$ cat config.mk
export PLATFORM = sky130hd
export DESIGN_NAME = radio_time_signal_quality_core
export DESIGN_NICKNAME = d
export VERILOG_FILES = /design/src/rtsq_pkg.sv /design/src/rtsq_scan_acc.sv /design/src/radio_time_signal_quality_core.sv
export SDC_FILE = /design/constraint.sdc
export NUM_CORES = 1
export LEC_CHECK = 0
export BUFFER_PORTS_ARGS = -buffer_cell sky130_fd_sc_hd__buf_2
export CAP_MARGIN = 5
export CORE_ASPECT_RATIO = 1.1
export CORE_MARGIN = 2
export CORE_UTILIZATION = 45
export CTS_CLUSTER_SIZE = 8
export DETAILED_ROUTE_END_ITERATION = 8
export PLACE_DENSITY = 0.63
export SLEW_MARGIN = 0
export SYNTH_ARGS = -nofsm -noshare
export SYNTH_HDL_FRONTEND = slang
export SYNTH_SLANG_ARGS = --single-unit
export TNS_END_PERCENT = 5
$ cat constraint.sdc
create_clock -name clock -period 6.25 [get_ports clock]
set_input_delay 0.3125 -clock clock [delete_from_list [all_inputs] [get_ports clock]]
set_output_delay 0.3125 -clock clock [all_outputs]
set_load 0.02 [all_outputs]
$ cat src/rtsq_pkg.sv
package rtsq_pkg;

   localparam int PERIOD_SECONDS = 10;
   localparam int SLOTS          = PERIOD_SECONDS + 1;
   localparam int SLOT_IDX_W     = $clog2(SLOTS);
   localparam int STEP_W         = $clog2(SLOTS + 1);
   localparam int NZ_W           = $clog2(PERIOD_SECONDS + 1);
   localparam int TOT_W          = 8 + $clog2(PERIOD_SECONDS);
   localparam int QUALITY_W      = 5;
   localparam int GRADE_W        = $clog2(2 * PERIOD_SECONDS + 2) + QUALITY_W;
   localparam int RSP_TDATA_W    = 8;
   localparam int MIN_LOW_W      = 10;

   localparam logic [31:0] MS_PER_SLOT     = 32'd1000;
   localparam logic [31:0] MINUTE_MS       = 32'd60000;
   localparam logic [31:0] STALE_MS        = 32'd5000;
   localparam logic [31:0] LAST_FILL_RESET = 32'hFFFF_15A0;
   localparam logic [7:0]  COUNT_MAX       = 8'd255;
   localparam logic [MIN_LOW_W-1:0] MIN_LOW_RESET = 10'd700;

   localparam logic [1:0] FUNC_FALL = 2'd0;
   localparam logic [1:0] FUNC_RISE = 2'd1;

   typedef struct packed {
      logic [7:0] pulse;
      logic [7:0] gap;
   } slot_type;

   typedef struct packed {
      logic [NZ_W-1:0]       pulse_nz;
      logic [NZ_W-1:0]       gap_nz;
      logic [TOT_W-1:0]      total;
      logic [1:0]            empty_cnt;
      logic [SLOT_IDX_W-1:0] empty_where;
   } scan_sum_type;

   // physical slot of a logical offset from the oldest slot
   function automatic logic [SLOT_IDX_W-1:0] wrap_slot(input logic [SLOT_IDX_W-1:0] base,
                                                       input logic [SLOT_IDX_W-1:0] off);
      logic [SLOT_IDX_W:0] sum;
      sum = {1'b0, base} + {1'b0, off};
      if (sum >= (SLOT_IDX_W+1)'(SLOTS)) begin
         sum = sum - (SLOT_IDX_W+1)'(SLOTS);
      end
      return sum[SLOT_IDX_W-1:0];
   endfunction

   function automatic logic [QUALITY_W-1:0] grade_of(input logic [NZ_W-1:0]  pulse_nz,
                                                     input logic [NZ_W-1:0]  gap_nz,
                                                     input logic [TOT_W-1:0] total);
      logic [GRADE_W-1:0] g;
      if (pulse_nz < NZ_W'(PERIOD_SECONDS)) begin
         g = GRADE_W'(pulse_nz);
      end else if (gap_nz < NZ_W'(PERIOD_SECONDS)) begin
         g = GRADE_W'(2 * PERIOD_SECONDS + 1) - GRADE_W'(gap_nz);
      end else if (total > TOT_W'(PERIOD_SECONDS)) begin
         g = GRADE_W'(PERIOD_SECONDS + 1);
      end else begin
         g = GRADE_W'(PERIOD_SECONDS);
      end
      return g[QUALITY_W-1:0];
   endfunction

endpackage

$ cat src/rtsq_scan_acc.sv
module rtsq_scan_acc (
   input  logic                           clock,
   input  logic                           clear,
   input  logic                           in_valid,
   input  rtsq_pkg::slot_type             in_slot,
   input  logic [rtsq_pkg::SLOT_IDX_W-1:0] in_lidx,
   output rtsq_pkg::scan_sum_type         sum
);
   import rtsq_pkg::*;

   scan_sum_type sum_ff;
   scan_sum_type sum_in;
   logic         empty;

   assign empty = (in_slot.pulse == 8'd0) && (in_slot.gap == 8'd0);

   always_comb begin
      sum_in = sum_ff;
      if (clear) begin
         sum_in = '0;
      end else if (in_valid) begin
         sum_in.pulse_nz = sum_ff.pulse_nz + NZ_W'(in_slot.pulse != 8'd0);
         sum_in.gap_nz   = sum_ff.gap_nz + NZ_W'(in_slot.gap != 8'd0);
         sum_in.total    = sum_ff.total + TOT_W'(in_slot.pulse);
         if (empty) begin
            // saturate at two: only "exactly one" matters
            if (sum_ff.empty_cnt != 2'd2) begin
               sum_in.empty_cnt = sum_ff.empty_cnt + 2'd1;
            end
            sum_in.empty_where = in_lidx;
         end
      end
   end

   always_ff @(posedge clock) begin
      sum_ff <= sum_in;
   end

   assign sum = sum_ff;

endmodule

$ cat src/radio_time_signal_quality_core.sv
// Sequence: an accepted transaction first steps the window one second at a time (a slide of s
// seconds, s up to PERIOD_SECONDS+1), then scans the slots if it slid, fills and grades; a rising
// edge then reads and writes back the newest slot, and the grade goes to the output register.
// Flow: one transaction at a time; the next is accepted only after the result is loaded, which
// a result stall holds off; the single slot read port sets the scan.
// Reset: synchronous, clears window, grade and all slots (per-slot valid bits), resets timestamps.
module radio_time_signal_quality_core (
   input  logic                             clock,
   input  logic                             reset,
   // request stream
   input  logic                             req_tvalid,
   output logic                             req_tready,
   input  logic [31:0]                      req_tdata,   // [31:0] time_ms
   input  logic [1:0]                       req_tuser,   // [1:0] func
   // result stream
   output logic                             rsp_tvalid,
   input  logic                             rsp_tready,
   output logic [rtsq_pkg::RSP_TDATA_W-1:0] rsp_tdata,   // [4:0] quality, rest zero
   // threshold register write channel
   input  logic                             csr_valid,
   output logic                             csr_ready,
   input  logic [rtsq_pkg::MIN_LOW_W-1:0]   csr_data     // min_low_time_ms
);
   import rtsq_pkg::*;

   localparam logic [2:0] ST_IDLE  = 3'd0;
   localparam logic [2:0] ST_DIV   = 3'd1;  // step the window one second per cycle
   localparam logic [2:0] ST_SCAN  = 3'd2;  // read the graded slots
   localparam logic [2:0] ST_DRAIN = 3'd3;  // last read data into the accumulator
   localparam logic [2:0] ST_FILL  = 3'd4;  // missing-second fill and grade
   localparam logic [2:0] ST_RD    = 3'd5;  // read the newest slot
   localparam logic [2:0] ST_MOD   = 3'd6;  // count pulse and gap, write back
   localparam logic [2:0] ST_OUT   = 3'd7;  // hand the grade to the output register

   logic [2:0]            state_ff, state_in;
   logic [1:0]            func_ff, func_in;
   logic [31:0]           time_ff, time_in;
   logic [31:0]           rem_ff, rem_in;
   logic [STEP_W-1:0]     step_ff, step_in;
   logic [SLOT_IDX_W-1:0] base_ff, base_in;
   logic [SLOT_IDX_W-1:0] scan_ff, scan_in;
   logic [31:0]           wstart_ff, wstart_in;
   logic [31:0]           last_fall_ff, last_fall_in;
   logic [31:0]           last_fill_ff, last_fill_in;
   logic [QUALITY_W-1:0]  grade_ff, grade_in;
   logic [MIN_LOW_W-1:0]  min_low_ff;
   logic                  rsp_valid_ff;
   logic [QUALITY_W-1:0]  rsp_quality_ff;

   // slot memory: one write and one registered read per cycle
   slot_type              mem [SLOTS];
   logic [SLOTS-1:0]      valid_ff;
   logic                  wr_en;
   logic [SLOT_IDX_W-1:0] wr_addr;
   slot_type              wr_data;
   logic                  rd_en;
   logic [SLOT_IDX_W-1:0] rd_addr;
   slot_type              rd_data_ff;
   logic                  rd_valid_ff;
   logic [SLOT_IDX_W-1:0] rd_lidx_ff;

   scan_sum_type          sum;
   logic                  acc_clear;
   logic                  step_go;
   logic                  do_fill;
   logic                  out_free;
   logic                  stale;
   logic [7:0]            pulse_new;
   logic [7:0]            gap_new;

   assign req_tready = (state_ff == ST_IDLE);
   assign csr_ready  = 1'b1;
   assign rsp_tvalid = rsp_valid_ff;
   assign rsp_tdata  = {(RSP_TDATA_W - QUALITY_W)'(0), rsp_quality_ff};

   // one more whole second behind the request time, until the window is fully replaced
   assign step_go  = (rem_ff >= MS_PER_SLOT) && (step_ff < STEP_W'(SLOTS));
   assign acc_clear = (state_ff == ST_DIV) && !step_go;
   assign out_free = !rsp_valid_ff || rsp_tready;
   assign stale    = (time_ff - wstart_ff) > STALE_MS;

   assign do_fill = (sum.empty_cnt == 2'd1) && (sum.empty_where != '0) &&
                    ((wstart_ff - last_fill_ff) >= MINUTE_MS);

   always_comb begin
      pulse_new = rd_data_ff.pulse;
      gap_new   = rd_data_ff.gap;
      if (rd_data_ff.pulse != COUNT_MAX) begin
         pulse_new = rd_data_ff.pulse + 8'd1;
      end
      if (((time_ff - last_fall_ff) >= {22'd0, min_low_ff}) && (rd_data_ff.gap != COUNT_MAX)) begin
         gap_new = rd_data_ff.gap + 8'd1;
      end
   end

   always_comb begin
      state_in     = state_ff;
      func_in      = func_ff;
      time_in      = time_ff;
      rem_in       = rem_ff;
      step_in      = step_ff;
      base_in      = base_ff;
      scan_in      = scan_ff;
      wstart_in    = wstart_ff;
      last_fall_in = last_fall_ff;
      last_fill_in = last_fill_ff;
      grade_in     = grade_ff;
      wr_en        = 1'b0;
      wr_addr      = base_ff;
      wr_data      = '0;
      rd_en        = 1'b0;
      rd_addr      = wrap_slot(base_ff, scan_ff);

      case (state_ff)
         ST_IDLE: begin
            if (req_tvalid) begin
               func_in  = req_tuser;
               time_in  = req_tdata;
               // only edges slide the window; queries leave it where it is
               rem_in   = ((req_tuser == FUNC_FALL) || (req_tuser == FUNC_RISE)) ?
                          (req_tdata - wstart_ff) : 32'd0;
               step_in  = '0;
               state_in = ST_DIV;
            end
         end
         ST_DIV: begin
            if (step_go) begin
               // shift by one: the oldest slot is cleared and becomes the newest
               wr_en     = 1'b1;
               wr_addr   = base_ff;
               wr_data   = '0;
               base_in   = wrap_slot(base_ff, SLOT_IDX_W'(1));
               rem_in    = rem_ff - MS_PER_SLOT;
               wstart_in = wstart_ff + MS_PER_SLOT;
               step_in   = step_ff + STEP_W'(1);
            end else begin
               if (step_ff == STEP_W'(SLOTS)) begin
                  // window fully replaced: restart it at the request time
                  wstart_in    = time_ff;
                  last_fill_in = time_ff - MINUTE_MS;
               end
               if (func_ff == FUNC_FALL) begin
                  last_fall_in = time_ff;
               end
               scan_in = '0;
               if (step_ff != '0) begin
                  state_in = ST_SCAN;
               end else if (func_ff == FUNC_RISE) begin
                  state_in = ST_RD;
               end else begin
                  state_in = ST_OUT;
               end
            end
         end
         ST_SCAN: begin
            rd_en   = 1'b1;
            rd_addr = wrap_slot(base_ff, scan_ff);
            scan_in = scan_ff + SLOT_IDX_W'(1);
            if (scan_ff == SLOT_IDX_W'(PERIOD_SECONDS - 1)) begin
               state_in = ST_DRAIN;
            end
         end
         ST_DRAIN: begin
            state_in = ST_FILL;
         end
         ST_FILL: begin
            if (do_fill) begin
               wr_en        = 1'b1;
               wr_addr      = wrap_slot(base_ff, sum.empty_where);
               wr_data      = '{pulse: 8'd1, gap: 8'd1};
               last_fill_in = last_fill_ff + MINUTE_MS;
            end
            grade_in = grade_of(sum.pulse_nz + NZ_W'(do_fill),
                                sum.gap_nz + NZ_W'(do_fill),
                                sum.total + TOT_W'(do_fill));
            state_in = (func_ff == FUNC_RISE) ? ST_RD : ST_OUT;
         end
         ST_RD: begin
            rd_en    = 1'b1;
            rd_addr  = wrap_slot(base_ff, SLOT_IDX_W'(PERIOD_SECONDS));
            state_in = ST_MOD;
         end
         ST_MOD: begin
            wr_en    = 1'b1;
            wr_addr  = wrap_slot(base_ff, SLOT_IDX_W'(PERIOD_SECONDS));
            wr_data  = '{pulse: pulse_new, gap: gap_new};
            state_in = ST_OUT;
         end
         ST_OUT: begin
            if (out_free) begin
               state_in = ST_IDLE;
            end
         end
         default: begin
            state_in = ST_IDLE;
         end
      endcase
   end

   always_ff @(posedge clock) begin
      if (reset) begin
         state_ff     <= ST_IDLE;
         step_ff      <= '0;
         base_ff      <= '0;
         scan_ff      <= '0;
         wstart_ff    <= '0;
         last_fall_ff <= '0;
         last_fill_ff <= LAST_FILL_RESET;
         grade_ff     <= '0;
      end else begin
         state_ff     <= state_in;
         step_ff      <= step_in;
         base_ff      <= base_in;
         scan_ff      <= scan_in;
         wstart_ff    <= wstart_in;
         last_fall_ff <= last_fall_in;
         last_fill_ff <= last_fill_in;
         grade_ff     <= grade_in;
      end
   end

   // hold the transaction's payload
   always_ff @(posedge clock) begin
      func_ff <= func_in;
      time_ff <= time_in;
      rem_ff  <= rem_in;
   end

   always_ff @(posedge clock) begin
      if (reset) begin
         min_low_ff <= MIN_LOW_RESET;
      end else if (csr_valid) begin
         min_low_ff <= csr_data;
      end
   end

   // slot memory; a slot never written since reset reads as zero
   always_ff @(posedge clock) begin
      if (wr_en) begin
         mem[wr_addr] <= wr_data;
      end
      if (rd_en) begin
         rd_data_ff <= valid_ff[rd_addr] ? mem[rd_addr] : '0;
      end
      rd_lidx_ff <= scan_ff;
   end

   always_ff @(posedge clock) begin
      if (reset) begin
         valid_ff    <= '0;
         rd_valid_ff <= 1'b0;
      end else begin
         if (wr_en) begin
            valid_ff[wr_addr] <= 1'b1;
         end
         rd_valid_ff <= (state_ff == ST_SCAN);
      end
   end

   rtsq_scan_acc u_scan_acc (
      .clock    (clock),
      .clear    (acc_clear),
      .in_valid (rd_valid_ff),
      .in_slot  (rd_data_ff),
      .in_lidx  (rd_lidx_ff),
      .sum      (sum)
   );

   // output register: drop valid once taken, load the grade when free
   always_ff @(posedge clock) begin
      if (reset) begin
         rsp_valid_ff <= 1'b0;
      end else if ((state_ff == ST_OUT) && out_free) begin
         rsp_valid_ff <= 1'b1;
      end else if (rsp_tready) begin
         rsp_valid_ff <= 1'b0;
      end
   end

   always_ff @(posedge clock) begin
      if ((state_ff == ST_OUT) && out_free) begin
         rsp_quality_ff <= stale ? '0 : grade_ff;
      end
   end

endmodule

==> impl_metrics.csv <==
group,metric,value,unit
power_and_ir_drop,ir_drop,0.281,mV
critical_path,crit_fanout,11,
synthesis,synth-compound-area-share,18.7,%
synthesis,syn-cell-area,0.0273,mm^2
critical_path,r2r-end,"mem[10][0]",
clock_network,clk_transition_reported_paths,50,ps
floorplan,coreArea,0.0600,mm^2
synthesis,avgSynthCellArea,9.31,um^2
floorplan,die_area,0.0627,mm^2
clock_network,htreeDepth,2,
critical_path,cp.arrival,5940,ps
hold_path,whs_path_depth,2,
drt,avgViaCountPerCell,6.05,
synthesis,ys_warn_count,0,
synthesis,yosysUniqueCellTypes,86,
synthesis,synthCells,2937,
synthesis,yosys.area_share.simple,16.5,%
timing,skew,68.1,ps
hold_path,whs_endpoint,"min_low_ff[9]",
drt,drtIter0Drc,2022,
drt,ant_nets,0,
critical_path,rr_startpoint,"time_ff[1]",
drt,firstDrtPassIters,6,
global_route,antenna_found_initial,0,
global_route,grt_pass1_vias,22600,
floorplan,io_pins,60,
layout,nFillCells,5489,
synthesis,synth-edff-count,260,
layout,antenna_cells,0,
clock_network,root_buffer,"clkbuf_16",
synthesis,synth_top_family_by_area,"compound AO/OA/AOI/OAI gates",
synthesis,synth-xor-area-share,4.87,%
drt,wire_per_inst,20.7,um
clock_network,post_cts_buffers,0,
timing,fin_hold_ws,97.3,ps
timing,hold_viol_final,0,
placement,io_buffers,55,
power_and_ir_drop,power_density,283,mW/mm^2
power_and_ir_drop,power.leakage,11.9,nW
global_route,grt_start_max_net_pins,76,
synthesis,yosys.area_share.adder,8.84,%
timing,fmax,176,MHz
clock_network,clkLatencyLatePin,660,ps
clock_network,cts_buffers,61,
critical_path,path_class,"reg2reg",
global_route,grt_pass1_wl,124000,um
synthesis,ys_async_sr_fraction,0,%
outcome,status,"completed",
run,cap_viol_max_count,0,
synthesis,ys.flop_type,"edfxtp_1",
timing,grt_setup_unrepaired,"false",
layout,nets,3260,
floorplan,rows,94,
timing,slew_headroom,19.9,%
timing,setup_violations,0,
critical_path,reg2reg_depth,22,
clock_network,cts_tree,"done",
clock_network,clock_path_buffers,3,
drt,vias,23200,
placement,finalWeightedCongestion,0.942,
clock_network,clkSinkCount,429,
critical_path,startpoint_type,"flip-flop",
placement,dpl.hpwl,57600,um
global_route,grtUsageTotal,25.0,%
drt,routed_wl,79300,um
timing,worst_slew_pin_slew,1190,ps
floorplan,dieHeight,263,um
synthesis,synth_seq_area_share,40.9,%
timing,finalMaxSlewViolations,0,
critical_path,end_kind,"flip-flop",
hold_path,hold_class,"in2reg",
timing,post-route-period-util,90.7,%
drt,remaining_drc_errors,0,
synthesis,yosys_register_bits,429,
layout,drive_above_1_share,8.65,%
layout,area_growth,12.5,%
synthesis,synth_mux_area_share,5.84,%
floorplan,dieWidth,239,um
hold_path,min_from,"csr_valid",
critical_path,rrSetupSlack,580,ps
timing,fin_setup_tns,0,ps
critical_path,cp.required,6520,ps
timing,period_minus_slack,5670,ps
global_route,overflow,0,
floorplan,start_util,45.6,%
-- worst max path at each step --
stage                    start          to  cells after the start
floorplan           time_ff[1]   mem[0][6]                     21
global placement    time_ff[1]   mem[4][1]                     21
detailed placement  time_ff[1]   mem[2][1]                     21
CTS                 time_ff[1]   mem[8][1]                     21
global route        time_ff[1]   mem[8][0]                     22
finish              time_ff[1]  mem[10][0]                     22
-- layout by cell type, fill, tap and decap left out, drive strengths merged, types with 30 or more instances in the layout --
master       count
o21ai          158
ha             182
nor3            78
clkbuf          99
xor2            69
a21o            55
a211oi          61
edfxtp         260
xnor2           83
nand4           38
a21oi          263
dlygate4sd3     44
nand2          275
o22ai           38
nor2           257
dfxtp          169
nand3           77
mux4            34
inv            168
buf            109
and3            30
mux2i           73
-- stage by stage --
stage / worst slack, ps / util (%) / instance area, um^2 / cells / total power [mW]
2_1_floorplan: 1240 / - / 27300 / 2939 / 4.99
4_1_cts: 469 / 51.3 / 30800 / 3832 / 8.75
3_3_place_gp: 717 / 47.5 / 28500 / 3683 / 5.51
3_5_place_dp: 538 / 47.5 / 28500 / 3683 / 5.58
6_report: 583 / 51.3 / 30800 / 3832 / 8.70
5_1_grt: 58.3 / 51.3 / 30800 / 3832 / 9.14
-- logic make-up after synthesis --
logic type	count (synthesis)
other cells	2
buf+inv	302
fa+ha+maj	189
flops	429
mux	116
xor+xnor	152
compound gates	805
simple gates	942
-- critical path: stages (launching register included) --
cell and delay [ps]:
edfxtp_1 500, ha_1 330, nor2b_1 130, o21a_1 180, o21ai_0 230, a21oi_1 160
a21oi_1 350, o21bai_1 100, a21oi_1 180, xnor2_1 150, ha_1 260, a221oi_1 290
nand4_1 120, a2111oi_0 410, o2111ai_1 170, nor4_1 220, o211ai_1 160, nor4_1 370
buf_4 220, and4_1 250, buf_4 130, mux2i_1 160, nand2_1 220
-- repair_timing --
action                                 in CTS  in global routing
hold buffers                               44                  0
setup endpoints to repair                   0                 11
resized for setup                           0                  1
endpoints found under the hold margin      44                  0
-- layer usage --
metal,vias up,part of all wire [%],GRT usage (%)
li1,11000,-,-
met1,11100,41,31.1
met2,790,48,42.5
met3,204,5.1,3.19
met4,0,5.5,12.9
met5,-,0,0
-- area by class of cell --
| class | count | area (um^2) | share of cell area (%) |
|---|---|---|---|
| clock inverters | 6 | 133 | 0.431 |
| flip-flops and latches | 429 | 11200 | 36.4 |
| well taps | 768 | 961 | 3.12 |
| repair buffers | 153 | 1120 | 3.65 |
| clock buffers | 99 | 1690 | 5.49 |
| inverters | 169 | 634 | 2.06 |
| multi-input cells | 2208 | 15000 | 48.9 |
-- Yosys cell counts, types with 24 or more instances --
| library cell | number | area, um^2 |
|---|---|---|
| a211oi_1 | 61 | 458 |
| a21o_1 | 55 | 413 |
| a21oi_1 | 262 | 1310 |
| a31oi_1 | 24 | 150 |
| and3_1 | 30 | 188 |
| clkbuf_1 | 109 | 409 |
| dfxtp_1 | 169 | 3380 |
| edfxtp_1 | 260 | 7810 |
| ha_1 | 182 | 2280 |
| inv_1 | 168 | 631 |
| mux2i_1 | 73 | 731 |
| mux4_2 | 34 | 766 |
| nand2_1 | 273 | 1020 |
| nand2b_1 | 29 | 181 |
| nand3_1 | 77 | 385 |
| nand4_1 | 38 | 238 |
| nor2_1 | 256 | 961 |
| nor2b_1 | 28 | 175 |
| nor3_1 | 78 | 390 |
| nor4_1 | 26 | 163 |
| o211ai_1 | 24 | 180 |
| o21ai_0 | 154 | 771 |
| o22ai_1 | 38 | 238 |
| xnor2_1 | 83 | 727 |
| xor2_1 | 69 | 604 |
-- flip-flops by register name (all words and copies together), names as in the netlist --
| name | flops |
|---|---|
| mem | 176 |
| grade_ff | 5 |
| base_ff | 4 |
| state_ff | 3 |
| u_scan_acc.sum | 26 |
| last_fall_ff | 32 |
| wstart_ff | 32 |
| valid_ff | 11 |
| min_low_ff | 10 |
| func_ff | 2 |
| last_fill_ff | 32 |
| rd_data_ff | 16 |
| step_ff | 4 |
| time_ff | 32 |
| rsp_quality_ff | 5 |
| rd_lidx_ff | 4 |
| rsp_tvalid | 1 |
| rem_ff | 29 |
| rd_valid_ff | 1 |
| scan_ff | 4 |
-- where the power goes --
group | internal [mW] | switching (mW) | total, mW
clock | 1.87 | 1.25 | 3.12
combinational | 0.879 | 1.23 | 2.11
sequential | 3.23 | 0.239 | 3.47
Power figures use the tool's default switching activity.
